$ cat config.mk
export PLATFORM = sky130hd
export DESIGN_NAME = ffra_desc_mem
export DESIGN_NICKNAME = d
export VERILOG_FILES = /design/src/rtl/ffra_desc_mem.sv
export SDC_FILE = /design/constraint.sdc
export NUM_CORES = 2
export LEC_CHECK = 0
export CORE_ASPECT_RATIO = 1.4
export CORE_MARGIN = 3
export CORE_UTILIZATION = 30
export CTS_CLUSTER_SIZE = 14
export DETAILED_ROUTE_END_ITERATION = 10
export DONT_BUFFER_PORTS = 1
export PLACE_DENSITY = 0.43
export SKIP_CTS_REPAIR_TIMING = 1
export SYNTH_ARGS = -nofsm -noshare
export SYNTH_HDL_FRONTEND = slang
export SYNTH_SLANG_ARGS = --single-unit
$ cat constraint.sdc
create_clock -name clk -period 5.4 [get_ports clk]
set_input_delay 0.27 -clock clk [delete_from_list [all_inputs] [get_ports clk]]
set_output_delay 0.27 -clock clk [all_outputs]
set_load 0.05 [all_outputs]
$ cat src/rtl/ffra_desc_mem.sv
// ----------------------------------------------------------------------------
// ffra_desc_mem
// Descriptor table storage: one write port, one read port, registered read.
// ----------------------------------------------------------------------------
module ffra_desc_mem #(
  parameter int DEPTH = 64,
  parameter int WIDTH = 64
) (
  input  logic                     clk,
  input  logic                     we,
  input  logic [$clog2(DEPTH)-1:0] waddr,
  input  logic [WIDTH-1:0]         wdata,
  input  logic [$clog2(DEPTH)-1:0] raddr,
  output logic [WIDTH-1:0]         rdata
);

  logic [WIDTH-1:0] mem [DEPTH];

  // write port
  always_ff @(posedge clk) begin
    if (we) begin
      mem[waddr] <= wdata;
    end
  end

  // registered read port
  always_ff @(posedge clk) begin
    rdata <= mem[raddr];
  end

endmodule

[After elaboration in Yosys (flattened, before gate mapping)]
Memory sizes are Yosys's and may differ from the RTL's. A register that Yosys moved wholly into a read port is not among the register bits.
Cells that the tools add are included.
Word-level totals
  bits in registers: 0
  memory bits (writable): 4096
  input port bits: 78
  output and inout port bits: 64
  logic and storage cells: 3
  memories kept: 1
Memory list
  mem: words 64, width 64, read ports 1, clocked after Yosys merged registers in 1, write ports 1, line 17  | logic [WIDTH-1:0] mem [DEPTH];
Cells by class
  muxes and demuxes: 2
Operators with widths (number)
  $mux W1: 2

[Logic depth before layout (Yosys ltp)]
  depth in word-level cells: 2
  depth in mapped cells: 9
  gate-level depth less buffers: 5

[Worst setup path after synthesis]
OpenSTA, ideal clock, no wires.
  kind: input -> register
  start: input waddr[3]
  end: memory mem[48][0] (enable)
  setup time: 564 ps
  arrival time: 5142 ps
  data required time: 4836 ps
  setup slack: -306 ps
  cell stages on the path: 4
  path buffers: 1
  path through: clkbuf_1 > nor2b_1 > nand4b_1 > nor3_1
RTL lines
  start: declaration: line 11  | input logic [$clog2(DEPTH)-1:0] waddr,
  end: declaration: line 17
No word-level cell before the write port.

==> run summary <==
DIE
----------------------------------------------------------------------------------------------------
Placement row count                                                                              313
Die Y-Extent                                                                                860.2 um
Core Region                                                                              518900 um^2
Number of I/O pins                                                                               142
Starting utilization of the core area                                                         30.13%
Area of the die                                                                          530000 um^2
Horiz. Die Dim                                                                              616.1 um

SYNTHESIS
----------------------------------------------------------------------------------------------------
Seq/Total Area, Yosys                                                                         79.49%
Number of register bits inferred by synthesis                                                   4160
Number of instances in the synthesized netlist                                                  6598
Average footprint of a synthesized cell                                                   23.70 um^2
Most area-consuming cells after synthesis                                               edfxtp_1 79%, mux4_2 15%, mux2i_1 0.86%
YS warnings                                                                                        0
Post-synthesis cell type with the largest combined area                                     edfxtp_1
Synthesized net count                                                                           6676
Yosys top cell area share                                                                     78.67%
Synth Cell Area                                                                          156300 um^2
Synth cell types                                                                                  33

DRT
----------------------------------------------------------------------------------------------------
Routed wire per std cell                                                                    34.85 um
Number of nets still failing antenna checks after routing                                          0
Number of iterations in the first detailed-routing pass                                            7
Count of unresolved DRC violations after routing                                                   0
Via-per-instance ratio                                                                         5.164
Iteration-0 DRC count of the detailed router                                                    7840
Total Routed Length                                                                        497700 um
Via count of the routed design                                                                 73740

CRITICAL PATH
----------------------------------------------------------------------------------------------------
Endpoint of the worst-slack reg-to-reg timing path                                      rdata[15]$_DFF_P_
Crit path max fanout                                                                             172
Worst Reg2Reg Path Length in Cells                                                                 6
Required arrival time at the worst endpoint                                                  6.28 ns
Arrival time at the worst endpoint                                                           4.92 ns
Kind of critical path                                                                   input pin to flip-flop
Crit. Startpoint                                                                            raddr[2]
Critical path capture point                                                             rdata[40]$_DFF_P_
Worst reg2reg setup slack                                                                    3.12 ns
Critical Path End Type                                                                     flip-flop
Critical register-to-register path startpoint                                           mem[50][15]$_DFFE_PP_
Crit path launch type                                                                      input pin

STA
----------------------------------------------------------------------------------------------------
Worst relative slew slack                                                                    -5.810%
Number of slew-limit violations in the final report                                               50
Fin. Hold Viols                                                                                    0
Least-Margin Pin Slew                                                                       1.587 ns
Final clock skew                                                                          0.04820 ns
Final setup violation count                                                                        0
Final critical-path share of the clock period                                                 74.88%
RSZ-0062 raised after global routing                                                              no
Minimum period implied by the final worst setup slack                                       4.044 ns
Smallest setup slack after layout                                                           1.356 ns
Highest clock rate                                                                        0.2473 GHz
Setup_tns                                                                                       0 ns

GRT
----------------------------------------------------------------------------------------------------
GRT Util Overall                                                                              18.39%
Total global routing overflow                                                                      0
Vias in the first global route                                                                 77340
Pin count of the biggest net entering global routing                                             173
Number of antenna violations at the first check in global routing                                 34
Global-route wire length before repair                                                     674600 um

CLOCK NETWORK
----------------------------------------------------------------------------------------------------
Number of clock buffers inserted by TritonCTS                                                    405
Worst skew pair latency                                                                      0.98 ns
Clock-pin slew reported for the worst setup and hold paths after clock tree synthesis        0.06 ns
Clk sinks                                                                                       4160
Master cell of the clock root buffer                                                       clkbuf_16
Maximum level of the CTS H-tree                                                                    5
Number of buffers on the longest clock path                                                        4
Clock tree from TritonCTS                                                                      built

STATUS
----------------------------------------------------------------------------------------------------
Result of the run                                                                       finished with violations
Failing checks                                                                            slew limit

MIN PATH
----------------------------------------------------------------------------------------------------
Min-delay worst type                                                                    input pin to flip-flop

FINAL LAYOUT
----------------------------------------------------------------------------------------------------
Number of filler cells placed in the layout                                                    47690
Highest-count cells in the layout ignoring fill and taps                                4096 x edfxtp_1, 1024 x mux4_2, 408 x clkbuf_16
Synth-to-Final Area Change                                                                    16.95%
Finished Core Util                                                                            35.24%
Final-stage net count                                                                           7065
Commonest non-fill, non-tap cell in the layout                                              edfxtp_1
Final standard cell count with taps included and fillers excluded                              14280
Fraction of final layout cells with drive strength greater than 1                             27.45%

PLACEMENT
----------------------------------------------------------------------------------------------------
Port Buffer Count                                                                                  0
GP Congestion                                                                                 0.7320
Final HPWL DP                                                                              258300 um
Setup Slack @ Placement                                                                    0.4117 ns
Placed cell count                                                                              13370

POWER AND IR DROP
----------------------------------------------------------------------------------------------------
VDD IR max                                                                                  229.4 uV
Leakage                                                                                     55.80 nW
PD cells                                                                                373.3 nW/um^2

RUN
----------------------------------------------------------------------------------------------------
Max Cap Viol                                                                                       0

-- synthesized netlist by cell type --
library cell,instances
edfxtp_1,4096
mux4_2,1024
buf_2,170
a22oi_1,168
clkbuf_1,140
mux2i_1,135
nor2_1,112
a22o_1,88
o22ai_1,83
and3_1,64
dfxtp_1,64
a211oi_1,63
nand2_1,58
nand3_1,45
o221ai_1,38
buf_4,34
or3_1,29
nor2b_1,28
or2_2,28
a41oi_1,26
buf_1,20
a2bb2oi_1,19
inv_1,19
a31oi_1,18
nand2b_1,11
buf_6,6
and2_1,3
nand3b_1,2
nand4_1,2
nor3_1,2
a31o_1,1
nand4b_1,1
or3b_2,1
-- metal layers --
layer / wire, um / global-route usage, %
met2: 262700 / 33.14
met5: 47 / 0
met4: 11280 / 4.113
met3: 22090 / 2.343
met1: 201600 / 23.54
-- metrics by stage --
stage	hold WS (ns)	cell area (um^2)	total power, mW
after detailed placement	0.3722	166900	39.47
after floorplan	0.3689	156400	38.42
after global placement	0.3726	166800	39.41
after CTS	-0.7489	180300	68.40
final	0.03310	182800	68.26
after global routing	0.004173	182800	70.40
-- where the power goes --
part | internal [mW] | leakage [nW] | switching (mW) | total (mW)
clock network | 16.3 | 6.55 | 12.6 | 28.9
registers | 35.7 | 37.4 | 0.470 | 36.2
logic | 1.24 | 11.9 | 1.94 | 3.18
total | 53.3 | 55.8 | 15.0 | 68.3
-- critical path, stage by stage --
cell and delay, ns:
buf_16 0.58, buf_16 0.63, nor2b_4 0.82, buf_4 0.59
buf_4 0.50, a22oi_1 0.20, and3_1 0.24, a211oi_1 0.21
-- flip-flops by register name, summed over array words and instances (netlist names) --
register	flops
rdata	64
mem	4096
-- cell families after synthesis --
logic type	count (synthesis)	share of synthesized area, %
flip-flops	4160	79.49
multiplexers	1159	15.61
AO/OA/AOI/OAI	504	2.477
buffers and inverters	389	1.180
AND/OR/NAND/NOR	386	1.240
-- worst min-delay path by stage --
stage	start	to	slack, ns	cells after the start
final	raddr[1]	rdata[11]$_DFF_P_	0.03	4
after global routing	raddr[3]	rdata[1]$_DFF_P_	0.004	4
after CTS	wdata[51]	mem[23][51]$_DFFE_PP_	-0.75	0
after detailed placement	wdata[47]	mem[20][47]$_DFFE_PP_	0.37	0
after global placement	wdata[13]	mem[29][13]$_DFFE_PP_	0.37	0
after floorplan	wdata[0]	mem[0][0]$_DFFE_PP_	0.37	0
-- final cells by class --
type,instances,area [um^2],area share (%)
antenna,14,35.03,0.01916
clock buffer,500,10730,5.866
clock inverter,257,2665,1.458
inverter,19,71.32,0.03900
multi-input combinational,2049,30830,16.86
sequential,4160,124300,67.97
tap,6930,8671,4.742
timing repair buffer,352,5568,3.045
No activity file was read; power rests on OpenSTA's default activity.
